===== src/hw/rtl/swsb_pkg.sv =====
// Shared types, constants and codes for the sliding window send buffer.
package swsb_pkg;

    // Fixed field widths.
    localparam int SEQ_W    = 32;
    localparam int REF_W    = 16;
    localparam int LEN_W    = 12;
    localparam int RTY_W    = 4;
    localparam int STS_W    = 3;
    localparam int WS_W     = 7;
    localparam int MR_W     = 4;
    localparam int ADDR_W   = 3;
    localparam int DATA_W   = 32;

    // Active window size covers every depth up to 1024 slots.
    localparam int SIZE_W   = 11;
    localparam int DEPTH_DEF = 64;

    // Register reset values.
    localparam logic [WS_W-1:0] WS_RST = 7'd64;
    localparam logic [MR_W-1:0] MR_RST = 4'd10;

    // Register indexes on the configuration port.
    typedef enum logic
    {
        REG_WINDOW_SIZE = 1'b0,
        REG_MAX_RESENDS = 1'b1
    } reg_idx_t;

    // Operation codes.
    typedef enum logic [1:0]
    {
        FN_ADD    = 2'd0,
        FN_ACK    = 2'd1,
        FN_GET    = 2'd2,
        FN_RESEND = 2'd3
    } func_t;

    // Result status codes.
    typedef enum logic [STS_W-1:0]
    {
        STS_OK          = 3'd0,
        STS_COLLISION   = 3'd1,
        STS_NOT_FOUND   = 3'd2,
        STS_RETRY_LIMIT = 3'd3,
        STS_NO_ACK      = 3'd4
    } status_t;

    // Controller states.
    typedef enum logic [3:0]
    {
        S_CLEAR,
        S_IDLE,
        S_MOD,
        S_RD,
        S_EXEC,
        S_A1_RD,
        S_A1_CHK,
        S_A1_MOD,
        S_A2_RD,
        S_A2_CHK,
        S_DONE
    } state_t;

    // One slot of the window memory.
    typedef struct packed
    {
        logic              valid;
        logic              acked;
        logic [RTY_W-1:0]  retries;
        logic [SEQ_W-1:0]  seq;
        logic [REF_W-1:0]  pref;
        logic [LEN_W-1:0]  plen;
        logic              plast;
        logic [SIZE_W-1:0] wsz;
    } entry_t;

    // Memory access strobes.
    typedef struct packed
    {
        logic rd_en;
        logic wr_en;
    } mem_ctl_t;

endpackage


===== src/hw/rtl/swsb_mod.sv =====
// Restoring remainder unit: 32-bit value modulo the window size, one bit a cycle.
module swsb_mod
    import swsb_pkg::*;
(
    input  logic              clk,
    input  logic              rst_n,
    input  logic              start,
    input  logic [SEQ_W-1:0]  dividend,
    input  logic [SIZE_W-1:0] divisor,
    output logic              busy,
    output logic [SIZE_W-1:0] rem
);

    logic              busy_reg, busy_next;
    logic [5:0]        cnt_reg, cnt_next;
    logic [SEQ_W-1:0]  dvd_reg, dvd_next;
    logic [SIZE_W-1:0] rem_reg, rem_next;
    logic [SIZE_W-1:0] div_reg, div_next;
    logic [SIZE_W:0]   trial;

    // One shift and conditional subtract per cycle.
    always_comb
    begin
        busy_next = busy_reg;
        cnt_next  = cnt_reg;
        dvd_next  = dvd_reg;
        rem_next  = rem_reg;
        div_next  = div_reg;
        trial     = {rem_reg, dvd_reg[SEQ_W-1]};
        if (start)
        begin
            busy_next = 1'b1;
            cnt_next  = '0;
            dvd_next  = dividend;
            rem_next  = '0;
            div_next  = divisor;
        end
        else if (busy_reg)
        begin
            if (trial >= {1'b0, div_reg})
            begin
                rem_next = SIZE_W'(trial - {1'b0, div_reg});
            end
            else
            begin
                rem_next = trial[SIZE_W-1:0];
            end
            dvd_next = {dvd_reg[SEQ_W-2:0], 1'b0};
            cnt_next = cnt_reg + 6'd1;
            if (cnt_reg == 6'(SEQ_W - 1))
            begin
                busy_next = 1'b0;
            end
        end
    end

    always_ff @(posedge clk or negedge rst_n)
    begin
        if (!rst_n)
        begin
            busy_reg <= 1'b0;
            cnt_reg  <= '0;
        end
        else
        begin
            busy_reg <= busy_next;
            cnt_reg  <= cnt_next;
        end
    end

    always_ff @(posedge clk)
    begin
        dvd_reg <= dvd_next;
        rem_reg <= rem_next;
        div_reg <= div_next;
    end

    assign busy = busy_reg;
    assign rem  = rem_reg;

endmodule


===== config.mk =====
export PLATFORM = sky130hd
export DESIGN_NAME = swsb_mod
export DESIGN_NICKNAME = d
export VERILOG_FILES = /design/src/hw/rtl/swsb_pkg.sv /design/src/hw/rtl/swsb_mod.sv
export SDC_FILE = /design/constraint.sdc
export NUM_CORES = 1
export LEC_CHECK = 0
export BUFFER_PORTS_ARGS = -buffer_cell sky130_fd_sc_hd__buf_2
export CAP_MARGIN = 20
export CORE_MARGIN = 5
export CORE_UTILIZATION = 28
export CTS_CLUSTER_SIZE = 10
export DETAILED_ROUTE_END_ITERATION = 8
export GPL_TIMING_DRIVEN = 0
export PLACE_DENSITY = 0.52
export SETUP_SLACK_MARGIN = 0.02
export SYNTH_ARGS = -nofsm -noshare
export SYNTH_HDL_FRONTEND = slang
export SYNTH_SLANG_ARGS = --single-unit

===== constraint.sdc =====
create_clock -name clk -period 6.33 [get_ports clk]
set_clock_uncertainty 0.2 [all_clocks]
set_input_delay 0.9495 -clock clk [delete_from_list [all_inputs] [get_ports clk]]
set_output_delay 0.9495 -clock clk [all_outputs]
set_load 0.05 [all_outputs]

### Yosys cells after proc, flatten, opt, wreduce, memory -nomap -nowiden

Index checks and enable logic that the tools add are counted.

| storage, ports and cells | value |
|---|---|
| flip-flop bits (word level) | 61 |
| bits of input ports | 46 |

| operators by class | value |
|---|---|
| $add $sub $neg | 2 |
| magnitude comparators | 1 |
| equality and inequality tests | 1 |
| multiplexer cells | 8 |
| reduce and logical (&&, ||, !) cells | 1 |

Operators by type and width:

| kind | number |
|---|---|
| 32-bit 2-to-1 mux | 2 |
| 12-bit by 11-bit >= comparator with 1-bit output | 1 |
| 6-bit 2-to-1 mux | 2 |
| 11-bit 2-to-1 mux | 1 |
| 11-bit subtractor | 1 |
| 6-bit by 1-bit adder with 6-bit output (second input constant) | 1 |
| 6-bit by 5-bit equality test with 1-bit output (second input constant) | 1 |
| 1-bit 2-to-1 mux | 3 |
| 2-bit nonzero test | 1 |

### Depth between registers and ports, before layout

Gate-level depths: netlist (run 1).

| logic depth | value |
|---|---|
| depth in word-level cells | 4 |
| depth in mapped cells | 10 |
| gate-level depth less buffers | 9 |

### Worst setup path after synthesis (run 1)

OpenSTA, ideal clock, no wires.

| path | value |
|---|---|
| path type | register to register |
| from | register rem_reg[0], in the netlist rem[0] |
| to | register rem_reg[10], in the netlist rem[10] |
| setup time | 88 ps |
| arrival time | 2594 ps |
| required time | 6042 ps |
| slack | 3448 ps |
| stages on the path, launching flop included | 10 |
| path buffers | 1 |
| clock period less this slack | 2882 ps |
| cell sequence | dfxtp_1 > inv_1 > fa_1 > nor2b_1 > o22a_1 > o2111a_2 > a211oi_2 > buf_6 > or3b_1 > a311oi_2 |

| on the way | value |
|---|---|
| longest elaborated chain between the ends | 2 |

RTL lines:

| what | line | RTL |
|---|---|---|
| start: declaration | swsb_mod.sv:17 | `logic [SIZE_W-1:0] rem_reg, rem_next;` |
| start signal: assignment | swsb_mod.sv:74 | `rem_reg <= rem_next;` |
| 11-bit subtractor / 12-bit by 11-bit >= comparator with 1-bit output (equally long branches) | swsb_mod.sv:42, swsb_mod.sv:40 |  |
| 11-bit 2-to-1 mux * | swsb_mod.sv:40 | `if (trial >= {1'b0, div_reg})` |

Every way passes the cells marked *; elsewhere a longest branch is shown, timed or not.
A chain may end at the register's enable or synchronous reset.

### Worst setup path in the final report (run 1)

| path | value |
|---|---|
| from | register dvd_reg[31] |
| to | register rem_reg[10], in the netlist rem[10] |

| on the way | value |
|---|---|
| longest elaborated chain between the ends | 2 |

RTL lines:

| what | line | RTL |
|---|---|---|
| start: declaration | swsb_mod.sv:16 | `logic [SEQ_W-1:0] dvd_reg, dvd_next;` |
| start signal: assignment | swsb_mod.sv:73 | `dvd_reg <= dvd_next;` |
| 11-bit subtractor / 12-bit by 11-bit >= comparator with 1-bit output (equally long branches) | swsb_mod.sv:42, swsb_mod.sv:40 |  |
| 11-bit 2-to-1 mux * | swsb_mod.sv:40 |  |

Marks and branches as above.

==> results of run 1 <==
stage by stage:
| stage | hold slack (ns) | worst slack [ns] | area, um2 | utilization [%] | total power [uW] |
|---|---|---|---|---|---|
| floorplan | 0.304 | 3.45 | 3090 | - | 910 |
| detailed placement | 0.316 | 3.41 | 3550 | 32.8 | 1030 |
| global route | 0.205 | 3.38 | 3760 | 34.7 | 1490 |
| global placement | 0.313 | 3.44 | 3550 | 32.8 | 1030 |
| CTS | 0.212 | 3.52 | 3760 | 34.7 | 1420 |
| finish | 0.228 | 3.54 | 3760 | 34.7 | 1400 |
routing by layer:
metal  track usage [%]  part of all wire, %
met5                 0                    0
met4              4.93                  1.8
met3              2.74                  4.0
met2              17.2                   48
met1              13.1                   46
layout by cell type (no fill, tap or decap), types with 3 or more instances in the layout:
master and count:
a21o_1 4, a21oi_1 4, a311oi_1 7, buf_1 3, buf_2 57, clkbuf_1 9, clkbuf_8 9, dfrtp_1 7
dfxtp_1 11, edfxtp_1 43, ha_1 12, inv_1 16, mux2_2 32, mux2i_1 4, nand2_1 16, nand3_1 3
nor2_1 17, nor2b_1 3, nor3_1 3, o21ai_0 7, or2_2 3, xnor2_1 3, xor2_1 4
power groups by stage:
stage	Clock [uW]	Sequential [uW]	Combinational, uW
5_1_grt	409	534	545
6_report	376	526	496
3_3_place_gp	0	535	490
2_1_floorplan	0	614	296
4_1_cts	390	527	500
3_5_place_dp	0	536	497
worst max-delay path by stage:
stage,start,endpoint,slack (ns),cells after the start
2_1_floorplan,rem[0]$_SDFFE_PP0P_,rem[10]$_SDFFE_PP0P_,3.45,9
3_3_place_gp,start,dvd_reg[30]$_DFFE_PP_,3.44,4
3_5_place_dp,start,dvd_reg[30]$_DFFE_PP_,3.41,4
4_1_cts,dvd_reg[31]$_DFFE_PP_,rem[10]$_SDFFE_PP0P_,3.52,10
5_1_grt,dvd_reg[31]$_DFFE_PP_,rem[10]$_SDFFE_PP0P_,3.38,10
6_report,dvd_reg[31]$_DFFE_PP_,rem[10]$_SDFFE_PP0P_,3.54,10
logic make-up after synthesis:
logic type               after synthesis
AO/OA/AOI/OAI                         44
XOR/XNOR                               7
adder cells (fa/ha/maj)               13
buffers and inverters                 27
flip-flops                            61
multiplexers                          36
AND/OR/NAND/NOR                       62
worst max-delay path: stages (launching register included):
cell and delay [ns]:
edfxtp_1 0.33, inv_1 0.06, ha_1 0.22, fa_1 0.41, nor2b_1 0.19, o22a_1 0.21
o2111a_2 0.26, a211oi_2 0.05, buf_6 0.16, or3b_1 0.38, a311oi_2 0.22
final cells by class:
class	count	area, um2	share of cell area [%]
repair buffers	57	285	7.59
multi-input cells	162	1290	34.4
inverters	16	60.1	1.60
plain buffers	11	48.8	1.30
clock inverters	5	77.6	2.06
flip-flops and latches	61	1690	44.9
well taps	140	175	4.66
clock buffers	11	131	3.49
==> impl_results.md, run 1 <==
* Status: complete, no violations
* Root buf cell: clkbuf_8
* PwrDens at 372 nW/um2
* RR Endpoint: rem[10]$_SDFFE_PP0P_
* Drt total wl at 6590 um
* # nets final at 377
* Minimum clock period at 2.79 ns
* Total Routing Usage GR at 10.6%
* Synthesized flop and latch total at 61
* Top-area cell type share of the netlist area at 41.8%
* R2R Setup Slk at 3.54 ns
* Async SR Flop Fraction at 11.5%
* Post-synth EDFFs at 43
* Mean Syn Cell Area at 12.4 um2
* H-tree depth at 3
* Period utilisation layout at 44.1%
* R2R Path Start: dvd_reg[31]$_DFFE_PP_
* Post-Synth XOR/XNOR Area at 1.98%
* Share of cells above drive strength 1 at 35.9%
* Die Y at 115 um
* Post-Route Setup TNS at 0 ns
* DP HPWL at 4830 um
* CTS tree: done
* CTS sink count at 61
* DIE WIDTH at 115 um
* Largest register FFs at 32
* Pint at 899 uW
* F_max at 359 MHz
* Switching pwr at 498 uW
* Wire length of the first global-routing pass at 10700 um
* Largest net degree at the start of global routing at 34
* CTS Hold Bufs at 0
* WP data required at 6.38 ns
* Synth Flop Type: edfxtp_1
* Unrepaired setup endpoints after global routing: no
* Combinational power share at 35.5%
* Reg clk slew, reported paths at 0.07 ns
* Ports at 58
* DRC at 0
* Setup violators final at 0
* Initial antenna violation count at 0
* Worst Reg-to-Reg Cells at 10
* Yosys cell types at 55
* Vias in the first global route at 2159
* Crit end category: register
* Clk pwr share at 26.9%
* Die area at 13200 um2
* Worst Setup Start Kind: register
* GP Congestion at 0.758
* Max Slew Vio Count at 0
* Initial Util at 28.5%
* Adder-cell share of the synthesized area at 5.51%
* Static Leak at 0.00158 uW
* Top cells by count, synth: 43 x edfxtp_1, 32 x mux2_2, 17 x nor2_1
* Row count at 38
* CP Class: reg -> reg
* Routed wire per std cell at 14.2 um
* HP Class: in -> async
* Gate Count Post-Synth at 250
* Seq/Total Area, Yosys at 54.6%
* Antenna Violating Nets Remaining at 0
* Vias/cell at 4.62
* Hold Fails Final Rpt at 0
* CP Max Fanout at 10
* Top cells by area, synth: edfxtp_1 42%, mux2_2 12%, dfxtp_1 7.1%, dfrtp_1 5.7%, ha_1 4.9%
* Remaining Overflow, GRT at 0
* Fillers at 1129
* Setup bufs post-CTS at 0
* Synth Warn # at 0
* CTS Buffer Depth at 2
* Mux cell area share after synthesis at 13.0%
* Initial DRT Pass Iterations at 4
* Compound-cell area share of the yosys netlist at 10.9%
* Simple-Gate Fraction of Synth Area at 10.6%
* MaxCap Viol Count at 0
* Cell taking the most area after synthesis: edfxtp_1
* IO buf count at 57
* Via Count at 2140
* Worst Path Arrival at 2.84 ns
* Mapped Area at 3090 um2
* Placed insts at 447
* N_diodes at 0
* Count leader, synth: edfxtp_1
* Relative slew slack at 47.7%
* Worst slew pin tran at 0.784 ns
* Switching Fraction at 35.7%
* Num CTS Buffers at 9
* Initial drt markers at 91
* PostCTS Resize Cnt at 0
* Synthesis-to-finish area growth at 21.7%
* Sequential Power Share at 37.6%
* Largest family of logic cells by synthesized area: multiplexers
* Core Area at 10800 um2
* Skew-Pair Late Insertion Delay at 0.34 ns
* Worst VDD drop at 0.192 mV
* Net Count, Synth at 309
* Final Non-Filler Cells at 463
Note: power is estimated with default switching activity, not from simulation.
==> run 2: changes to the inputs <==
==> constraint.sdc (replaced) <==
create_clock -name clk -period 2.6 [get_ports clk]
set_clock_uncertainty 0.2 [all_clocks]
set_input_delay 0.39 -clock clk [delete_from_list [all_inputs] [get_ports clk]]
set_output_delay 0.39 -clock clk [all_outputs]
set_load 0.05 [all_outputs]
==> run 2 against run 1 <==
Effect of this change: flip-flop and latch count unchanged; largest cell class unchanged; worst setup slack worse by 3.6 ns; combinational power increased to 2.6 times the previous value; wire length down 0.29%; sequential share of layout area down 0.64 points; the run now ends with setup timing left; highest routed layer unchanged; largest power group is now combinational logic; critical endpoint unchanged.
==> impl_results.md, run 2 (synthesized netlist as in run 1, its figures left out) <==
* Vias in the first global route at 2221
* Commonest cells after routing, fill and taps aside: 57 x buf_2, 43 x edfxtp_1, 31 x mux2_2
* CP Max Fanout at 4
* Static Leak at 0.00162 uW
* Crit end category: register
* Final core utilization at 35.4%
* CTS sink count at 61
* Most common cell after layout, fill and taps aside: buf_2
* Largest register FFs at 32
* H-tree depth at 3
* RR Endpoint: rem[10]$_SDFFE_PP0P_
* Placed insts at 447
* Hold Fails Final Rpt at 0
* Worst Reg-to-Reg Cells at 9
* DP HPWL at 4730 um
* Total Routing Usage GR at 10.6%
* Top Family by Delay on Critical Path: compound AO/OA/AOI/OAI gates
* WP data required at 2.66 ns
* Antenna Violating Nets Remaining at 0
* Worst slew pin tran at 0.779 ns
* GP Congestion at 0.774
* Synthesis-to-finish area growth at 24.3%
* F_max at 381 MHz
* Initial drt markers at 61
* Worst Setup Start Kind: register
* DIE WIDTH at 115 um
* Initial antenna violation count at 0
* Setup violators final at 1
* CP bufs+invs at 1
* Initial DRT Pass Iterations at 4
* Max Slew Vio Count at 0
* Post-Route Setup TNS at -0.0270 ns
* Worst VDD drop at 0.498 mV
* R2R Setup Slk at -0.03 ns
* Skew-Pair Late Insertion Delay at 0.35 ns
* Wire length of the first global-routing pass at 10700 um
* N_diodes at 0
* Drt total wl at 6570 um
* Relative slew slack at 48.1%
* CTS tree: done
* Die area at 13200 um2
* CTS Buffer Depth at 2
* Reg clk slew, reported paths at 0.07 ns
* R2R Path Start: div_reg[0]$_DFFE_PP_
* # nets final at 385
* Unrepaired setup endpoints after global routing: yes
* Die Y at 115 um
* Minimum clock period at 2.63 ns
* Root buf cell: clkbuf_8
* Largest net degree at the start of global routing at 34
* Failing checks: setup timing
* Core Area at 10800 um2
* Ports at 58
* Period utilisation layout at 101%
* PwrDens at 881 nW/um2
* Hold endpoint: div_reg[5]$_DFFE_PP_
* CP Class: reg -> reg
* Worst path cell trace: ha_2 > fa_2 > nor2b_2 > o22a_1 > o2111a_2 > a211oi_4 > buf_6 > or3b_1 > a311oi_2
* Vias/cell at 4.61
* Row count at 38
* Fillers at 1102
* DP Area at 3560 um2
* Status: finished, violations left
* DRC at 0
* Worst hold start: divisor[5]
* Design area at 3840 um2
* CP max stage delay at 0.39 ns
* Initial Util at 28.5%
* Slowest-stage cell, CP: edfxtp_1
* Hold path depth at 1
* Final Non-Filler Cells at 470
* IO buf count at 57
* Dpl ws at -0.166 ns
* HP Class: in -> reg
* Share of cells above drive strength 1 at 40.6%
* Routed wire per std cell at 14.0 um
* Num CTS Buffers at 9
* Remaining Overflow, GRT at 0
* MaxCap Viol Count at 0
* Worst Path Arrival at 2.68 ns
* Via Count at 2165
* PnR worst setup slack at -0.0270 ns
[run 2: cell types whose count changed in the layout (fill, tap and decap cells not counted), moves of 2 or more]
cell | before | now
clkinv_1 | 0 | 2
dfxtp_1 | 11 | 5
clkbuf_1 | 9 | 7
dlygate4sd3_1 | 0 | 2
dfxtp_2 | 0 | 4
buf_4 | 0 | 6
a211oi_1 | 2 | 0
dfxtp_4 | 0 | 2
[run 2: how the worst max path moves through the flow]
stage / cells after the start / slack (ns) / endpoint / from
floorplan: 9 / 0.01 / rem[10]$_SDFFE_PP0P_ / rem[0]$_SDFFE_PP0P_
global placement: 10 / -0.12 / rem[10]$_SDFFE_PP0P_ / dvd_reg[31]$_DFFE_PP_
detailed placement: 9 / -0.17 / rem[10]$_SDFFE_PP0P_ / div_reg[0]$_DFFE_PP_
CTS: 9 / -0.02 / rem[10]$_SDFFE_PP0P_ / div_reg[0]$_DFFE_PP_
global route: 9 / -0.14 / rem[10]$_SDFFE_PP0P_ / div_reg[0]$_DFFE_PP_
finish: 9 / -0.03 / rem[10]$_SDFFE_PP0P_ / div_reg[0]$_DFFE_PP_
[run 2: per-stage QoR]
step                      power, uW  hold WS (ns)
after detailed placement       2530        0.0345
after global placement         2510        0.0310
after global routing           3600      0.000608
after CTS                      3400       0.00201
after floorplan                2220        -0.106
final                          3390        0.0215
[run 2: power by group]
part	leakage [uW]	internal, uW	switching, uW
Sequential	0.000632	1190	99.5
Clock	0.0000899	427	367
Combinational	0.000898	531	769
Total	0.00162	2150	1240
[run 2: final cells by class]
cell class / count / area [um2] / area share (%)
well taps: 140 / 175 / 4.56
inverters: 16 / 60.1 / 1.56
repair buffers: 65 / 350 / 9.12
clock buffers: 9 / 124 / 3.22
flip-flops and latches: 61 / 1700 / 44.2
clock inverters: 6 / 55.1 / 1.43
plain buffers: 11 / 48.8 / 1.27
multi-input cells: 162 / 1330 / 34.6
[run 2: routing by layer]
| metal | up-vias | part of all wire, % | track usage [%] |
|---|---|---|---|
| li1 | 1086 | - | - |
| met1 | 1016 | 47 | 12.9 |
| met2 | 47 | 46 | 16.4 |
| met3 | 16 | 4.3 | 2.95 |
| met4 | 0 | 2.9 | 6.65 |
| met5 | - | 0 | 0 |
[run 2: what timing repair did]
action,in CTS,in global routing
hold endpoints to repair,7,1
setup buffers,5,1
pin swaps,5,3
hold buffers,1,1
resized for setup,8,2
setup endpoints to repair,3,11
[run 2: worst reg2reg max path, stage by stage, from the launching register on]
cell      delay [ns]
edfxtp_1        0.39
ha_2            0.21
fa_2            0.39
nor2b_2         0.13
o22a_1          0.16
o2111a_2        0.24
a211oi_4        0.06
buf_6           0.15
or3b_1          0.39
a311oi_2        0.23
