[config.mk]
export PLATFORM = sky130hd
export DESIGN_NAME = swsb_ctrl
export DESIGN_NICKNAME = d
export VERILOG_FILES = /design/src/hw/rtl/swsb_pkg.sv /design/src/hw/rtl/swsb_ctrl.sv
export SDC_FILE = /design/constraint.sdc
export NUM_CORES = 1
export LEC_CHECK = 0
export BUFFER_PORTS_ARGS = -buffer_cell sky130_fd_sc_hd__buf_2
export CORE_ASPECT_RATIO = 1.25
export CORE_MARGIN = 4
export CORE_UTILIZATION = 43
export CTS_BUF_LIST = sky130_fd_sc_hd__clkbuf_16
export CTS_CLUSTER_SIZE = 40
export DETAILED_ROUTE_END_ITERATION = 8
export GPL_TIMING_DRIVEN = 0
export PLACE_DENSITY_LB_ADDON = 0.2
export REMOVE_ABC_BUFFERS = 1
export SYNTH_ARGS = -nofsm -noshare
export SYNTH_HDL_FRONTEND = slang
export SYNTH_SLANG_ARGS = --single-unit
[constraint.sdc]
create_clock -name clk -period 8.7 [get_ports clk]
set_input_delay 1.74 -clock clk [delete_from_list [all_inputs] [get_ports clk]]
set_output_delay 1.74 -clock clk [all_outputs]
set_load 0.02 [all_outputs]
[src/hw/rtl/swsb_pkg.sv]
// Shared types, constants and codes for the sliding window send buffer.
package swsb_pkg;

    // Fixed field widths.
    localparam int SEQ_W    = 32;
    localparam int REF_W    = 16;
    localparam int LEN_W    = 12;
    localparam int RTY_W    = 4;
    localparam int STS_W    = 3;
    localparam int WS_W     = 7;
    localparam int MR_W     = 4;
    localparam int ADDR_W   = 3;
    localparam int DATA_W   = 32;

    // Active window size covers every depth up to 1024 slots.
    localparam int SIZE_W   = 11;
    localparam int DEPTH_DEF = 64;

    // Register reset values.
    localparam logic [WS_W-1:0] WS_RST = 7'd64;
    localparam logic [MR_W-1:0] MR_RST = 4'd10;

    // Register indexes on the configuration port.
    typedef enum logic
    {
        REG_WINDOW_SIZE = 1'b0,
        REG_MAX_RESENDS = 1'b1
    } reg_idx_t;

    // Operation codes.
    typedef enum logic [1:0]
    {
        FN_ADD    = 2'd0,
        FN_ACK    = 2'd1,
        FN_GET    = 2'd2,
        FN_RESEND = 2'd3
    } func_t;

    // Result status codes.
    typedef enum logic [STS_W-1:0]
    {
        STS_OK          = 3'd0,
        STS_COLLISION   = 3'd1,
        STS_NOT_FOUND   = 3'd2,
        STS_RETRY_LIMIT = 3'd3,
        STS_NO_ACK      = 3'd4
    } status_t;

    // Controller states.
    typedef enum logic [3:0]
    {
        S_CLEAR,
        S_IDLE,
        S_MOD,
        S_RD,
        S_EXEC,
        S_A1_RD,
        S_A1_CHK,
        S_A1_MOD,
        S_A2_RD,
        S_A2_CHK,
        S_DONE
    } state_t;

    // One slot of the window memory.
    typedef struct packed
    {
        logic              valid;
        logic              acked;
        logic [RTY_W-1:0]  retries;
        logic [SEQ_W-1:0]  seq;
        logic [REF_W-1:0]  pref;
        logic [LEN_W-1:0]  plen;
        logic              plast;
        logic [SIZE_W-1:0] wsz;
    } entry_t;

    // Memory access strobes.
    typedef struct packed
    {
        logic rd_en;
        logic wr_en;
    } mem_ctl_t;

endpackage

[src/hw/rtl/swsb_ctrl.sv]
// Sequencer: read-modify-write of the slot memory for each operation.
module swsb_ctrl
    import swsb_pkg::*;
#(
    parameter int DEPTH = DEPTH_DEF
)
(
    input  logic                   clk,
    input  logic                   rst_n,
    input  logic [SIZE_W-1:0]      act_size,
    input  logic [MR_W-1:0]        max_resends,
    input  logic                   req_valid,
    output logic                   req_stall,
    input  logic [1:0]             func,
    input  logic [SEQ_W-1:0]       seq_or_ack,
    input  logic [REF_W-1:0]       payload_ref,
    input  logic [LEN_W-1:0]       payload_len,
    input  logic                   last_flag,
    output logic                   rsp_valid,
    input  logic                   rsp_stall,
    output logic [STS_W-1:0]       status,
    output logic [REF_W-1:0]       entry_ref,
    output logic [LEN_W-1:0]       entry_len,
    output logic                   entry_last,
    output logic [RTY_W-1:0]       entry_retries,
    output logic                   window_open,
    output logic                   window_empty,
    output logic [SEQ_W-1:0]       lower_edge,
    output mem_ctl_t               mem_ctl,
    output logic [(DEPTH > 1 ? $clog2(DEPTH) : 1)-1:0] mem_addr,
    output entry_t                 mem_wdata,
    input  entry_t                 mem_rdata,
    output logic                   mod_start,
    output logic [SEQ_W-1:0]       mod_dividend,
    output logic [SIZE_W-1:0]      mod_divisor,
    input  logic                   mod_busy,
    input  logic [SIZE_W-1:0]      mod_rem
);

    localparam int IW = (DEPTH > 1) ? $clog2(DEPTH) : 1;

    state_t            state_reg, state_next;
    func_t             func_reg, func_next;
    logic [SEQ_W-1:0]  seq_reg, seq_next;
    logic [REF_W-1:0]  pref_reg, pref_next;
    logic [LEN_W-1:0]  plen_reg, plen_next;
    logic              plast_reg, plast_next;
    logic [SIZE_W-1:0] size_reg, size_next;
    logic [SEQ_W-1:0]  lower_reg, lower_next;
    logic [SEQ_W-1:0]  sent_reg, sent_next;
    logic [SIZE_W-1:0] idx_reg, idx_next;
    logic [SIZE_W-1:0] cnt_reg, cnt_next;
    logic [SIZE_W-1:0] lo_reg, lo_next;
    logic              any_reg, any_next;
    logic [IW-1:0]     clr_reg, clr_next;
    entry_t            ent_reg, ent_next;

    logic [STS_W-1:0]  res_status_reg, res_status_next;
    logic [REF_W-1:0]  res_ref_reg, res_ref_next;
    logic [LEN_W-1:0]  res_len_reg, res_len_next;
    logic              res_last_reg, res_last_next;
    logic [RTY_W-1:0]  res_rty_reg, res_rty_next;

    logic              rsp_valid_reg, rsp_valid_next;
    logic [STS_W-1:0]  rsp_status_reg, rsp_status_next;
    logic [REF_W-1:0]  rsp_ref_reg, rsp_ref_next;
    logic [LEN_W-1:0]  rsp_len_reg, rsp_len_next;
    logic              rsp_last_reg, rsp_last_next;
    logic [RTY_W-1:0]  rsp_rty_reg, rsp_rty_next;
    logic              rsp_open_reg, rsp_open_next;
    logic              rsp_empty_reg, rsp_empty_next;
    logic [SEQ_W-1:0]  rsp_lower_reg, rsp_lower_next;

    logic              cand;
    logic              same_sz;
    logic              hit;
    logic              slide_go;
    logic              slide_hit;
    logic              last_k;
    logic              out_free;
    logic [SIZE_W-1:0] lo_inc;
    logic [SEQ_W-1:0]  upper;

    // Decisions on the slot just read.
    assign cand      = mem_rdata.valid && (mem_rdata.seq >= lower_reg)
                       && (mem_rdata.seq < seq_reg);
    assign same_sz   = (mem_rdata.wsz == size_reg);
    assign hit       = mem_rdata.valid && (mem_rdata.seq == seq_reg);
    assign slide_go  = (lower_reg < seq_reg) && (cnt_reg < size_reg);
    assign slide_hit = mem_rdata.valid && (mem_rdata.seq == lower_reg) && mem_rdata.acked;
    assign last_k    = ((cnt_reg + SIZE_W'(1)) == size_reg);
    assign out_free  = !rsp_valid_reg || !rsp_stall;
    assign lo_inc    = lo_reg + SIZE_W'(1);
    assign upper     = lower_reg + SEQ_W'(size_reg);

    // Next state.
    always_comb
    begin
        state_next = state_reg;
        case (state_reg)
            S_CLEAR:
            begin
                if (clr_reg == IW'(DEPTH - 1))
                begin
                    state_next = S_IDLE;
                end
            end
            S_IDLE:
            begin
                if (req_valid)
                begin
                    state_next = S_MOD;
                end
            end
            S_MOD:
            begin
                if (!mod_busy)
                begin
                    state_next = (func_reg == FN_ACK) ? S_A1_RD : S_RD;
                end
            end
            S_RD:
            begin
                state_next = S_EXEC;
            end
            S_EXEC:
            begin
                state_next = S_DONE;
            end
            S_A1_RD:
            begin
                state_next = S_A1_CHK;
            end
            S_A1_CHK:
            begin
                if (cand && !same_sz)
                begin
                    state_next = S_A1_MOD;
                end
                else
                begin
                    state_next = last_k ? S_A2_RD : S_A1_RD;
                end
            end
            S_A1_MOD:
            begin
                if (!mod_busy)
                begin
                    state_next = last_k ? S_A2_RD : S_A1_RD;
                end
            end
            S_A2_RD:
            begin
                state_next = slide_go ? S_A2_CHK : S_DONE;
            end
            S_A2_CHK:
            begin
                state_next = slide_hit ? S_A2_RD : S_DONE;
            end
            S_DONE:
            begin
                if (out_free)
                begin
                    state_next = S_IDLE;
                end
            end
            default:
            begin
                state_next = S_IDLE;
            end
        endcase
    end

    // Memory, remainder unit and datapath registers.
    always_comb
    begin
        func_next       = func_reg;
        seq_next        = seq_reg;
        pref_next       = pref_reg;
        plen_next       = plen_reg;
        plast_next      = plast_reg;
        size_next       = size_reg;
        lower_next      = lower_reg;
        sent_next       = sent_reg;
        idx_next        = idx_reg;
        cnt_next        = cnt_reg;
        lo_next         = lo_reg;
        any_next        = any_reg;
        clr_next        = clr_reg;
        ent_next        = ent_reg;
        res_status_next = res_status_reg;
        res_ref_next    = res_ref_reg;
        res_len_next    = res_len_reg;
        res_last_next   = res_last_reg;
        res_rty_next    = res_rty_reg;
        mem_ctl         = '0;
        mem_addr        = '0;
        mem_wdata       = mem_rdata;
        mod_start       = 1'b0;
        mod_dividend    = seq_or_ack;
        mod_divisor     = act_size;

        case (state_reg)
            // Zero every slot after reset.
            S_CLEAR:
            begin
                mem_ctl.wr_en = 1'b1;
                mem_addr      = clr_reg;
                mem_wdata     = '0;
                clr_next      = clr_reg + IW'(1);
            end
            // Take the word and start the slot index computation.
            S_IDLE:
            begin
                if (req_valid)
                begin
                    func_next       = func_t'(func);
                    seq_next        = seq_or_ack;
                    pref_next       = payload_ref;
                    plen_next       = payload_len;
                    plast_next      = last_flag;
                    size_next       = act_size;
                    any_next        = 1'b0;
                    cnt_next        = '0;
                    res_status_next = STS_OK;
                    res_ref_next    = '0;
                    res_len_next    = '0;
                    res_last_next   = 1'b0;
                    res_rty_next    = '0;
                    mod_start       = 1'b1;
                    mod_dividend    = (func_t'(func) == FN_ACK) ? lower_reg : seq_or_ack;
                end
            end
            S_MOD:
            begin
                if (!mod_busy)
                begin
                    idx_next = mod_rem;
                    lo_next  = mod_rem;
                end
            end
            S_RD:
            begin
                mem_ctl.rd_en = 1'b1;
                mem_addr      = idx_reg[IW-1:0];
            end
            // Single slot operations.
            S_EXEC:
            begin
                mem_addr = idx_reg[IW-1:0];
                case (func_reg)
                    FN_ADD:
                    begin
                        if (mem_rdata.valid && (mem_rdata.seq != seq_reg))
                        begin
                            res_status_next = STS_COLLISION;
                        end
                        else
                        begin
                            mem_ctl.wr_en   = 1'b1;
                            mem_wdata.valid   = 1'b1;
                            mem_wdata.acked   = 1'b0;
                            mem_wdata.retries = '0;
                            mem_wdata.seq     = seq_reg;
                            mem_wdata.pref    = pref_reg;
                            mem_wdata.plen    = plen_reg;
                            mem_wdata.plast   = plast_reg;
                            mem_wdata.wsz     = size_reg;
                            sent_next         = sent_reg + SEQ_W'(1);
                        end
                    end
                    FN_GET:
                    begin
                        if (hit)
                        begin
                            res_ref_next  = mem_rdata.pref;
                            res_len_next  = mem_rdata.plen;
                            res_last_next = mem_rdata.plast;
                            res_rty_next  = mem_rdata.retries;
                        end
                        else
                        begin
                            res_status_next = STS_NOT_FOUND;
                        end
                    end
                    FN_RESEND:
                    begin
                        if (mem_rdata.retries >= max_resends)
                        begin
                            res_status_next = STS_RETRY_LIMIT;
                        end
                        else if (hit)
                        begin
                            mem_ctl.wr_en     = 1'b1;
                            mem_wdata.retries = mem_rdata.retries + RTY_W'(1);
                            res_ref_next      = mem_rdata.pref;
                            res_len_next      = mem_rdata.plen;
                            res_last_next     = mem_rdata.plast;
                            res_rty_next      = mem_rdata.retries + RTY_W'(1);
                        end
                        else
                        begin
                            res_status_next = STS_NOT_FOUND;
                        end
                    end
                    default:
                    begin
                        res_status_next = STS_OK;
                    end
                endcase
            end
            // Ack, marking pass: visit each active slot once.
            S_A1_RD:
            begin
                mem_ctl.rd_en = 1'b1;
                mem_addr      = cnt_reg[IW-1:0];
            end
            S_A1_CHK:
            begin
                mem_addr = cnt_reg[IW-1:0];
                if (cand && same_sz)
                begin
                    mem_ctl.wr_en   = 1'b1;
                    mem_wdata.acked = 1'b1;
                    any_next        = 1'b1;
                end
                else if (cand)
                begin
                    // Slot written under another size: check its home index.
                    ent_next     = mem_rdata;
                    mod_start    = 1'b1;
                    mod_dividend = mem_rdata.seq;
                    mod_divisor  = size_reg;
                end
                if (!(cand && !same_sz))
                begin
                    cnt_next = last_k ? '0 : cnt_reg + SIZE_W'(1);
                end
            end
            S_A1_MOD:
            begin
                mem_addr     = cnt_reg[IW-1:0];
                mem_wdata    = ent_reg;
                mod_divisor  = size_reg;
                if (!mod_busy)
                begin
                    if (mod_rem == cnt_reg)
                    begin
                        mem_ctl.wr_en   = 1'b1;
                        mem_wdata.acked = 1'b1;
                        any_next        = 1'b1;
                    end
                    cnt_next = last_k ? '0 : cnt_reg + SIZE_W'(1);
                end
            end
            // Ack, sliding pass: free consecutive acked slots from the lower edge.
            S_A2_RD:
            begin
                mem_addr = lo_reg[IW-1:0];
                if (slide_go)
                begin
                    mem_ctl.rd_en = 1'b1;
                end
                else
                begin
                    res_status_next = any_reg ? STS_OK : STS_NO_ACK;
                end
            end
            S_A2_CHK:
            begin
                mem_addr = lo_reg[IW-1:0];
                if (slide_hit)
                begin
                    mem_ctl.wr_en   = 1'b1;
                    mem_wdata.valid = 1'b0;
                    lower_next      = lower_reg + SEQ_W'(1);
                    lo_next         = (lo_inc == size_reg) ? '0 : lo_inc;
                    cnt_next        = cnt_reg + SIZE_W'(1);
                end
                else
                begin
                    res_status_next = any_reg ? STS_OK : STS_NO_ACK;
                end
            end
            default:
            begin
                mem_ctl = '0;
            end
        endcase
    end

    // Output register: a finished word waits here while the next is taken.
    always_comb
    begin
        rsp_valid_next  = rsp_valid_reg;
        rsp_status_next = rsp_status_reg;
        rsp_ref_next    = rsp_ref_reg;
        rsp_len_next    = rsp_len_reg;
        rsp_last_next   = rsp_last_reg;
        rsp_rty_next    = rsp_rty_reg;
        rsp_open_next   = rsp_open_reg;
        rsp_empty_next  = rsp_empty_reg;
        rsp_lower_next  = rsp_lower_reg;
        if (rsp_valid_reg && !rsp_stall)
        begin
            rsp_valid_next = 1'b0;
        end
        if ((state_reg == S_DONE) && out_free)
        begin
            rsp_valid_next  = 1'b1;
            rsp_status_next = res_status_reg;
            rsp_ref_next    = res_ref_reg;
            rsp_len_next    = res_len_reg;
            rsp_last_next   = res_last_reg;
            rsp_rty_next    = res_rty_reg;
            rsp_open_next   = (sent_reg < upper);
            rsp_empty_next  = (sent_reg == lower_reg);
            rsp_lower_next  = lower_reg;
        end
    end

    always_ff @(posedge clk or negedge rst_n)
    begin
        if (!rst_n)
        begin
            state_reg     <= S_CLEAR;
            lower_reg     <= '0;
            sent_reg      <= '0;
            clr_reg       <= '0;
            rsp_valid_reg <= 1'b0;
        end
        else
        begin
            state_reg     <= state_next;
            lower_reg     <= lower_next;
            sent_reg      <= sent_next;
            clr_reg       <= clr_next;
            rsp_valid_reg <= rsp_valid_next;
        end
    end

    always_ff @(posedge clk)
    begin
        func_reg       <= func_next;
        seq_reg        <= seq_next;
        pref_reg       <= pref_next;
        plen_reg       <= plen_next;
        plast_reg      <= plast_next;
        size_reg       <= size_next;
        idx_reg        <= idx_next;
        cnt_reg        <= cnt_next;
        lo_reg         <= lo_next;
        any_reg        <= any_next;
        ent_reg        <= ent_next;
        res_status_reg <= res_status_next;
        res_ref_reg    <= res_ref_next;
        res_len_reg    <= res_len_next;
        res_last_reg   <= res_last_next;
        res_rty_reg    <= res_rty_next;
        rsp_status_reg <= rsp_status_next;
        rsp_ref_reg    <= rsp_ref_next;
        rsp_len_reg    <= rsp_len_next;
        rsp_last_reg   <= rsp_last_next;
        rsp_rty_reg    <= rsp_rty_next;
        rsp_open_reg   <= rsp_open_next;
        rsp_empty_reg  <= rsp_empty_next;
        rsp_lower_reg  <= rsp_lower_next;
    end

    assign req_stall     = (state_reg != S_IDLE);
    assign rsp_valid     = rsp_valid_reg;
    assign status        = rsp_status_reg;
    assign entry_ref     = rsp_ref_reg;
    assign entry_len     = rsp_len_reg;
    assign entry_last    = rsp_last_reg;
    assign entry_retries = rsp_rty_reg;
    assign window_open   = rsp_open_reg;
    assign window_empty  = rsp_empty_reg;
    assign lower_edge    = rsp_lower_reg;

`ifndef SYNTH
    // The single memory port is never asked to read and write at once.
    assert property (@(posedge clk) disable iff (!rst_n)
        !(mem_ctl.rd_en && mem_ctl.wr_en))
        else $error("slot memory read and write in the same cycle");

    // The send count only ever steps by one.
    assert property (@(posedge clk) disable iff (!rst_n)
        (sent_reg != $past(sent_reg)) |-> (sent_reg == $past(sent_reg) + SEQ_W'(1)))
        else $error("send count jumped");

    // The lower edge moves only by freeing one slot in the sliding pass.
    assert property (@(posedge clk) disable iff (!rst_n)
        (lower_reg != $past(lower_reg)) |->
            (($past(state_reg) == S_A2_CHK) && (lower_reg == $past(lower_reg) + SEQ_W'(1))))
        else $error("lower edge moved outside the sliding pass");

    // A new word is never taken while the remainder unit is still busy.
    assert property (@(posedge clk) disable iff (!rst_n)
        (req_valid && !req_stall) |-> !mod_busy)
        else $error("word accepted while remainder unit busy");
`endif

endmodule
# Word level (Yosys, flattened, before mapping)

Cells that the tools add are included.

Bitwise logic cells: 3
Muxes and demuxes: 94
Equal/unequal tests: 40
Add/subtract/negate cells: 7
Magnitude comparators: 6
Reductions and logical operators: 39

Operators with widths:

| kind                                          | number |
|---|---|
| one-hot mux 76 bit (3 select lines)           | 1 |
| 2-to-1 mux 32 bit                             | 4 |
| 2-to-1 mux 11 bit                             | 10 |
| equality test 32 bit                          | 3 |
| < comparator 32 bit                           | 3 |
| 2-to-1 mux 78 bit                             | 1 |
| 2-to-1 mux 72 bit                             | 1 |
| adder 32 x 1 -> 32 bit, second input constant | 2 |
| one-hot mux 16 bit (2 select lines)           | 2 |
| one-hot mux 32 bit (2 select lines)           | 1 |
| 2-to-1 mux 4 bit                              | 13 |
| 2-to-1 mux 16 bit                             | 3 |
| one-hot mux 12 bit (2 select lines)           | 2 |
| equality test 11 bit                          | 4 |
| one-hot mux 11 bit (2 select lines)           | 2 |
| one-hot mux 11 bit (4 select lines)           | 1 |
| one-hot mux 4 bit (11 select lines)           | 1 |
| 2-to-1 mux 12 bit                             | 3 |
| adder 32 x 11 -> 32 bit                       | 1 |
| greater-or-equal comparator 32 bit            | 1 |
| inequality test 32 bit                        | 1 |
| 2-to-1 mux 3 bit                              | 8 |
| one-hot mux 4 bit (2 select lines)            | 3 |
| one-hot mux 6 bit (4 select lines)            | 1 |
| other kinds (40)                              | 117 |

Word-level logic and storage cells: 225
Register bits after elaboration: 362
Output and inout bits: 202
Bits of input ports: 172

# Longest topological paths before layout

Gate-level depths: netlist of the first run.

Depth after elaboration: 6
Depth in mapped cells: 19
Mapped depth without buffers: 18

# Worst setup path before layout of the first run

No wires, ideal clock.

Path kind: input to register
Start point: input port rsp_stall
End point: register rsp_last_reg, in the netlist entry_last (enable)
Data required time: 8,101 ps
Setup time: 599 ps
Slack: 1,205 ps
Stages on the path: 2
Arrival time: 6,896 ps
Path buffers: 0
Cell sequence: nand2_1 -> nor3b_1

Word-level cells in the longest chain between the ends: 3

RTL lines:

| item                 | RTL line         | source |
|---|---|---|
| start, declared      | swsb_ctrl.sv:20  | `input logic rsp_stall,` |
| zero test 1 bit      | swsb_ctrl.sv:92  | `assign out_free = !rsp_valid_reg \|\| !rsp_stall;` |
| logical OR 1 bit     | swsb_ctrl.sv:92  |  |
| logical AND 1 bit    | swsb_ctrl.sv:408 | `if ((state_reg == S_DONE) && out_free)` |
| end signal, assigned | swsb_ctrl.sv:463 | `rsp_last_reg <= rsp_last_next;` |
| end, declared        | swsb_ctrl.sv:68  | `logic rsp_last_reg, rsp_last_next;` |

No other way between the ends.
A chain may end at the register's enable or synchronous reset.

==> impl_metrics.json, run 1 <==
{
  "via_per_inst": 5.73,
  "dieWidth_um": 206,
  "maxCapViolCount": 0,
  "hpwl_mm": 52.4,
  "p_leak_nw": 11.0,
  "rsz0062_at_grt": "no",
  "dr.pass1.iters": 6,
  "syn_inst": 1964,
  "fin_crit_ns": 7.37,
  "worst_setup_path_end_kind": "output port",
  "routabilityCongestion": 0.910,
  "yosys.area.top_type": "edfxtp_1",
  "synth_top_area_share_pct": 40.9,
  "yosysSeqAreaShare_pct": 49.8,
  "ys_types": 80,
  "start_util_pct": 43.5,
  "final_antenna_net_count": 0,
  "numPortBuffers": 373,
  "worstSkewPairLatency_ns": 0.57,
  "synth_common_cells": "edfxtp_1 (287), inv_1 (241), nand2_1 (180), ha_1 (162), xnor2_1 (125)",
  "finalCritPeriodShare_pct": 84.7,
  "cts_resized": 0,
  "cts_tree": "done",
  "cts_buffers": 40,
  "wirelength_mm": 69.2,
  "die_h_um": 256,
  "power.density_mw_per_mm2": 152,
  "grt_pass1_wl_mm": 102,
  "largest_reg_flops": 78,
  "num_rows": 90,
  "hold_buffers": 0,
  "crit_type": "in -> out",
  "clock_sinks": 362,
  "synth.most_common_cell": "edfxtp_1",
  "grt_pass1_vias": 16967,
  "crit_fanout": 34,
  "fin_ws_ns": 1.33,
  "syn_area_mm2": 0.0211,
  "final_nets": 2648,
  "drive_gt1_share_pct": 21.4,
  "fmax_ghz": 0.136,
  "ys_async_sr_fraction_pct": 20.7,
  "slew_headroom_pct": 13.1,
  "worstPathRequired_ns": 6.96,
  "drv_slew": 0,
  "overflow": 0,
  "drtIter0Drc": 1515,
  "syn_to_final_growth_pct": 20.0,
  "synth_ff_type": "edfxtp_1",
  "yosys-top-cells-area": "edfxtp_1 (41%), ha_1 (9.6%), dfrtp_1 (8.9%)",
  "place_worst_setup_slack_ns": 0.872,
  "vias": 17137,
  "grt_usage_pct": 25.2,
  "wl_per_cell_um": 23.1,
  "placedCellCount": 2915,
  "synth-warning-count": 0,
  "ir_worst_vdd_mv": 0.129,
  "status": "finished, final reports clean",
  "die_area_mm2": 0.0526,
  "antenna_found_initial": 8,
  "cp-start-kind": "primary input",
  "post-route-util_pct": 52.2,
  "hold_violations": 0,
  "ys_ff_latch": 362,
  "grt_max_degree": 66,
  "tightest_slew_ns": 1.30,
  "avgSynthCellArea_um2": 10.7,
  "root_buffer": "clkbuf_16",
  "num_io_pins": 374,
  "crit_arrival_ns": 5.63,
  "post_cts_buffers": 0,
  "synth_edf_count": 287,
  "clk_pin_slew_ns": 0.05,
  "finClkSkew_ns": 0.0219,
  "holdCritPathClass": "reg -> reg",
  "htree_levels": 2,
  "cts.path.max_buffers": 3,
  "fin_cells": 2992,
  "whs_ns": 0.419,
  "core_mm2": 0.0484,
  "finalSetupViolations": 0,
  "drc": 0
}
stage by stage:
stage / setup TNS, ns / power, W / instance area, um2
2_1_floorplan: -0.707 / 0.00197 / 20700
3_3_place_gp: -661.70 / 0.00206 / 23400
3_5_place_dp: 0 / 0.00207 / 23900
4_1_cts: 0 / 0.00388 / 25300
5_1_grt: 0 / 0.00397 / 25300
6_report: 0 / 0.00384 / 25300
power by group:
part	switching [W]	internal (W)
logic	0.000105	0.0000675
clock network	0.000713	0.00110
registers	0.00000230	0.00186
total	0.000820	0.00302
cell type report:
class	count	area, um2
sequential	362	10500
fill	4392	23100
tap	644	806
clock inverter	32	362
inverter	241	907
multi-input combinational	1272	9390
timing repair buffer	396	2290
clock buffer	41	1030
antenna	4	10.0
kinds of logic after synthesis:
family | after synthesis | synth area share, %
simple gates | 523 | 12.6
compound gates | 387 | 13.5
flops | 362 | 49.8
buf+inv | 330 | 6.02
xor+xnor | 186 | 7.73
fa+ha+maj | 163 | 9.71
mux | 13 | 0.683
cell usage in the layout, fill, tap and decap left out, drive strengths merged, types with 7 or more instances in the layout:
master	instances
o21ai	49
o211ai	13
nand4	58
a222oi	72
buf	396
o22ai	8
edfxtp	287
xnor2	125
inv	256
nor4	24
nor2b	14
mux2	11
nand3b	7
clkinv	8
nand3	62
xor2	61
dfrtp	75
ha	162
and4	8
nand2	180
o221ai	33
or2	7
a21oi	93
nand2b	12
clkbuf	41
nor3	33
a221o	8
a2111oi	8
a31oi	13
a211oi	16
nor2	80
and3	15
a21o	23
bufinv	8
worst max-delay path, stage by stage:
cell and delay (ns):
buf_2 0.15, ha_1 0.31, nand4_1 0.20, nor4_1 0.99, and3_2 0.83, nand3_1 0.23
nor3_1 0.52, a221oi_1 0.17, o21ai_0 0.24, buf_2 0.22
worst paths after layout:
path / startpoint / endpoint / slack, ns / depth (start not counted)
worst min-delay path: res_rty_reg[1] / entry_retries[1] / 0.42 / 0
min in group asynchronous: rst_n / clr_reg[5] / 1.01 / 1
worst min register to register: res_rty_reg[1] / entry_retries[1] / 0.42 / 0
worst max-delay path: mem_rdata[71] / mem_wdata[75] / 1.33 / 10
worst max register to register: lower_reg[0] / window_open / 3.36 / 17
max in group asynchronous: rst_n / sent_reg[22] / 7.08 / 2
layer usage:
metal	up-vias	routed length, um	global-route usage [%]	part of all wire [%]
li1	7965	-	-	-
met1	8346	28000	32.1	40
met2	676	33700	42.6	49
met3	144	4550	4.36	6.6
met4	6	2890	9.91	4.2
met5	-	43	0	0.062
Power figures use the tool's default switching activity.
==> inputs of run 2 (changes only) <==
- ABC_AREA: default -> 1
- clock period: 8.7 -> 7.5 ns (I/O delays scaled with it)
==> impl_metrics.json, run 2 <==
{
  "dieWidth_um": 211,
  "whs_ns": 0.428,
  "fin_area_mm2": 0.0263,
  "final_nets": 3186,
  "syn_inst": 2497,
  "drtIter0Drc": 1437,
  "hold_buffers": 0,
  "crit_fanout": 18,
  "clk_pin_slew_ns": 0.06,
  "syn_area_mm2": 0.0221,
  "fin_cells": 3546,
  "finalCritPeriodShare_pct": 92.0,
  "synth-xor-area-share_pct": 5.33,
  "syn_to_final_growth_pct": 18.7,
  "status": "finished, final reports clean",
  "overflow": 0,
  "worst_setup_path_end_kind": "output port",
  "fin_crit_ns": 6.90,
  "tightest_slew_ns": 0.997,
  "cts_buffers": 41,
  "drc": 0,
  "rsz0062_at_grt": "no",
  "p_leak_nw": 11.9,
  "core_mm2": 0.0506,
  "cp_slowest_cell": "nor2_2",
  "place_area_mm2": 0.0248,
  "final_common_cell": "nand2_1",
  "numPortBuffers": 373,
  "synth_mux_area_share_pct": 0,
  "synth_ff_type": "edfxtp_1",
  "grt_pass1_wl_mm": 117,
  "yosys.area.top_type": "edfxtp_1",
  "grt_usage_pct": 27.3,
  "synth.most_common_cell": "nand2_1",
  "num_rows": 92,
  "yosysSeqAreaShare_pct": 47.4,
  "ys_ff_latch": 362,
  "wirelength_mm": 77.9,
  "ys_async_sr_fraction_pct": 20.7,
  "synth_compound_area_share_pct": 10.9,
  "power.density_mw_per_mm2": 171,
  "synth_common_cells": "nand2_1 (616), edfxtp_1 (287), inv_1 (226), nor2_1 (222), ha_1 (162)",
  "yosys-top-cells-area": "edfxtp_1 (39%), nand2_1 (10%), ha_1 (9.2%)",
  "die_area_mm2": 0.0552,
  "synth_edf_count": 287,
  "ys_types": 51,
  "largest_reg_flops": 78,
  "synth_top_family_by_area": "simple AND/OR/NAND/NOR gates",
  "synth_top_area_share_pct": 39.0,
  "cp-start-kind": "primary input",
  "grt_pass1_vias": 19523,
  "wl_per_cell_um": 22.0,
  "hold_violations": 0,
  "nFillCells": 4766,
  "worstPathRequired_ns": 6.00,
  "synthSimpleGateAreaFrac_pct": 21.4,
  "maxCapViolCount": 0,
  "placedCellCount": 3465,
  "worstSkewPairLatency_ns": 0.57,
  "finClkSkew_ns": 0.0147,
  "holdCritPathClass": "reg -> reg",
  "start_util_pct": 43.7,
  "final_antenna_net_count": 0,
  "cts_tree": "done",
  "post_cts_buffers": 0,
  "drive_gt1_share_pct": 17.6,
  "multiInputGateArea_mm2": 0.0104,
  "regArea_mm2": 0.0105,
  "root_buffer": "clkbuf_16",
  "cts.path.max_buffers": 3,
  "clock_sinks": 362,
  "crit_arrival_ns": 5.40,
  "crit_family": "simple AND/OR/NAND/NOR gates",
  "synthAdderAreaFrac_pct": 9.25,
  "synth-warning-count": 0,
  "finalSetupViolations": 0,
  "grt_max_degree": 86,
  "drv_slew": 0,
  "via_per_inst": 5.57,
  "num_io_pins": 374,
  "antenna_found_initial": 8,
  "vias": 19745,
  "hpwl_mm": 59.4,
  "final_cell_mix": "nand2_1 (616), buf_2 (372), edfxtp_1 (287), inv_1 (235), nor2_1 (221)",
  "slowest_delay_ns": 1.02,
  "cp_cell_sequence": "buf_2 -> nand2_1 -> nor2_2 -> clkinv_1 -> nor2_2 -> inv_2 -> o21ai_0 -> a21oi_1 -> nand2_1 -> buf_2",
  "avgSynthCellArea_um2": 8.86,
  "htree_levels": 2,
  "slew_headroom_pct": 33.4,
  "die_h_um": 262,
  "fmax_ghz": 0.145,
  "crit_type": "in -> out",
  "routabilityCongestion": 0.947,
  "ir_worst_vdd_mv": 0.150,
  "dr.pass1.iters": 7,
  "crit_buf_inv": 4,
  "cts_resized": 0
}
==> run 2: final cells by class <==
cell class / count / area share, %
Sequential cell: 362 / 40.0
Multi-Input combinational cell: 1820 / 39.8
Timing Repair Buffer: 388 / 8.35
Clock buffer: 42 / 4.00
Inverter: 238 / 3.42
Tap cell: 658 / 3.13
Clock inverter: 33 / 1.32
Antenna cell: 5 / 0.0476
==> run 2: where the power goes <==
part | internal [W] | switching (W)
sequential | 0.00216 | 0.0000000000000439
combinational | 0.0000726 | 0.000127
clock | 0.00126 | 0.000864
total | 0.00349 | 0.000991
==> run 2: final timing paths <==
| check | depth (start not counted) | slack, ns | from | endpoint |
|---|---|---|---|---|
| worst max-delay path | 10 | 0.60 | req_valid | mod_dividend[7] |
| worst min-delay path | 0 | 0.43 | res_rty_reg[1] | entry_retries[1] |
| worst max register to register | 18 | 3.36 | size_reg[1] | window_open |
| worst min register to register | 0 | 0.43 | res_rty_reg[1] | entry_retries[1] |
| max in group asynchronous | 2 | 6.07 | rst_n | sent_reg[15] |
| min in group asynchronous | 1 | 0.80 | rst_n | clr_reg[3] |
==> run 2: kinds of logic after synthesis <==
kind of cell / after synthesis
AND/OR/NAND/NOR: 1111
AO/OA/AOI/OAI: 413
flip-flops: 362
buffers and inverters: 315
adder cells (fa/ha/maj): 163
XOR/XNOR: 133
==> run 2: per-stage QoR <==
stage          setup WS (ns)  total power [W]  setup TNS (ns)  utilization, %
6_report               0.599          0.00448               0            51.9
5_1_grt                0.378          0.00462               0            51.8
4_1_cts                0.595          0.00452               0            51.8
3_5_place_dp           0.608          0.00240               0            49.0
3_3_place_gp           -1.00          0.00239         -128.97            48.3
2_1_floorplan           1.83          0.00227               0               -
==> run 2: per-layer routing <==
metal / global-route usage (%) / vias to the layer above / part of all wire (%)
met5: 0 / - / 0.014
met3: 3.81 / 157 / 6.6
li1: - / 9310 / -
met2: 47.2 / 789 / 49
met1: 35.6 / 9487 / 41
met4: 8.79 / 2 / 3.4
==> inputs of run 3 (changes only) <==
- CORE_UTILIZATION: 43 -> 25
- CTS_CLUSTER_SIZE: 40 -> default
- PLACE_DENSITY_LB_ADDON: 0.2 -> default
==> impl_metrics.json, run 3 (synthesis results as in run 2) <==
{
  "whs_ns": 0.421,
  "hpwl_mm": 67.2,
  "final_cell_mix": "nand2_1 (616), buf_2 (372), edfxtp_1 (287), inv_1 (228), nor2_1 (221)",
  "p_leak_nw": 11.9,
  "hold_buffers": 0,
  "worst_setup_path_end_kind": "output port",
  "syn_to_final_growth_pct": 21.9,
  "ir_worst_vdd_mv": 0.127,
  "r2r-start": "lower_reg[0]",
  "grt_max_degree": 88,
  "finalSetupViolations": 0,
  "die_h_um": 341,
  "grt_usage_pct": 17.6,
  "root_buffer": "clkbuf_16",
  "fin_crit_ns": 6.90,
  "grt_pass1_vias": 18807,
  "cp_slowest_cell": "nor2_2",
  "numPortBuffers": 373,
  "die_area_mm2": 0.0933,
  "antenna_found_initial": 15,
  "slowest_delay_ns": 0.98,
  "status": "finished, final reports clean",
  "rsz0062_at_grt": "no",
  "power.density_mw_per_mm2": 162,
  "crit_arrival_ns": 5.40,
  "drtIter0Drc": 1673,
  "drv_slew": 0,
  "cp.depth": 10,
  "maxCapViolCount": 0,
  "cts.path.max_buffers": 3,
  "fin_area_mm2": 0.0270,
  "final_antenna_net_count": 0,
  "cts_buffers": 39,
  "clock_sinks": 362,
  "hold_end": "entry_retries[0]",
  "drc": 0,
  "r2r_end": "window_open",
  "worstSkewPairLatency_ns": 0.58,
  "wl_per_cell_um": 21.2,
  "fmax_ghz": 0.145,
  "finalSetupTns_ns": 0,
  "wirelength_mm": 86.2,
  "place_area_mm2": 0.0257,
  "overflow": 0,
  "via_per_inst": 4.80,
  "start_util_pct": 25.3,
  "tightest_slew_ns": 0.929,
  "ff2ff_path_depth": 16,
  "cts_tree": "done",
  "hold_violations": 0,
  "dr.pass1.iters": 5,
  "dieWidth_um": 274,
  "regArea_mm2": 0.0105,
  "multiInputGateArea_mm2": 0.0104,
  "drive_gt1_share_pct": 17.9,
  "worstPathRequired_ns": 6.00,
  "final_nets": 3190,
  "r2r_setup_slack_ns": 3.26,
  "finClkSkew_ns": 0.0200,
  "holdPathStages": 0,
  "hp-start": "res_rty_reg[0]",
  "routabilityCongestion": 0.914,
  "crit_type": "in -> out",
  "clk_pin_slew_ns": 0.06,
  "cp-start-kind": "primary input",
  "crit_buf_inv": 4,
  "nFillCells": 9271,
  "cts_resized": 0,
  "grt_pass1_wl_mm": 123,
  "num_rows": 121,
  "num_io_pins": 374,
  "cp_cell_sequence": "buf_2 -> nand2_1 -> nor2_2 -> clkinv_1 -> nor2_2 -> inv_2 -> o21ai_0 -> a21oi_1 -> nand2_1 -> buf_2",
  "crit_fanout": 18,
  "core_mm2": 0.0875,
  "finalCritPeriodShare_pct": 92.0,
  "crit_family": "simple AND/OR/NAND/NOR gates",
  "vias": 19482,
  "post_cts_buffers": 0,
  "holdCritPathClass": "reg -> reg",
  "largest_reg_flops": 78,
  "final_common_cell": "nand2_1",
  "htree_levels": 2,
  "slew_headroom_pct": 38.1
}
-- run 3: cell count changes in the layout (fill, tap and decap cells not counted), sizes merged --
cell    previous run  this run
diode              5         6
buf              388       394
bufinv             7         2
clkbuf            42        43
inv              246       245
-- run 3: how the worst max path moves through the flow --
stage                       endpoint           from
floorplan               mem_wdata[1]  mem_rdata[55]
global placement         pref_reg[7]   state_reg[0]
detailed placement   mod_dividend[3]      req_valid
CTS                  mod_dividend[3]      req_valid
global route        mod_dividend[14]      req_valid
finish              mod_dividend[14]      req_valid
-- run 3: power breakdown --
| part | switching (W) | internal, W | total, W |
|---|---|---|---|
| Clock | 0.000895 | 0.00112 | 0.00201 |
| Sequential | 0.0000000000000432 | 0.00216 | 0.00216 |
| Combinational | 0.000132 | 0.0000723 | 0.000204 |
-- run 3: layout make-up --
class / instances / share of cell area [%]
diodes: 6 / 0.0557
clock buffers: 43 / 3.99
clock inverters: 27 / 0.812
inverters: 238 / 3.33
multi-input cells: 1820 / 38.7
flip-flops and latches: 362 / 38.9
well taps: 1168 / 5.42
repair buffers: 394 / 8.72
-- run 3: per-stage QoR --
step | total power, W | std cells | util, % | setup slack [ns]
after detailed placement | 0.00240 | 3982 | 29.3 | 0.624
after floorplan | 0.00227 | 2420 | - | 1.83
after global placement | 0.00240 | 3961 | 28.7 | -1.54
after global routing | 0.00452 | 4053 | 30.8 | 0.507
final | 0.00437 | 4058 | 30.8 | 0.600
after CTS | 0.00443 | 4052 | 30.8 | 0.615
-- run 3: layer usage --
| metal | share of wire [%] | global-route usage (%) |
|---|---|---|
| met1 | 38 | 20.1 |
| met2 | 49 | 30.9 |
| met3 | 7.8 | 4.51 |
| met5 | 0.12 | 0 |
| met4 | 4.6 | 7.72 |
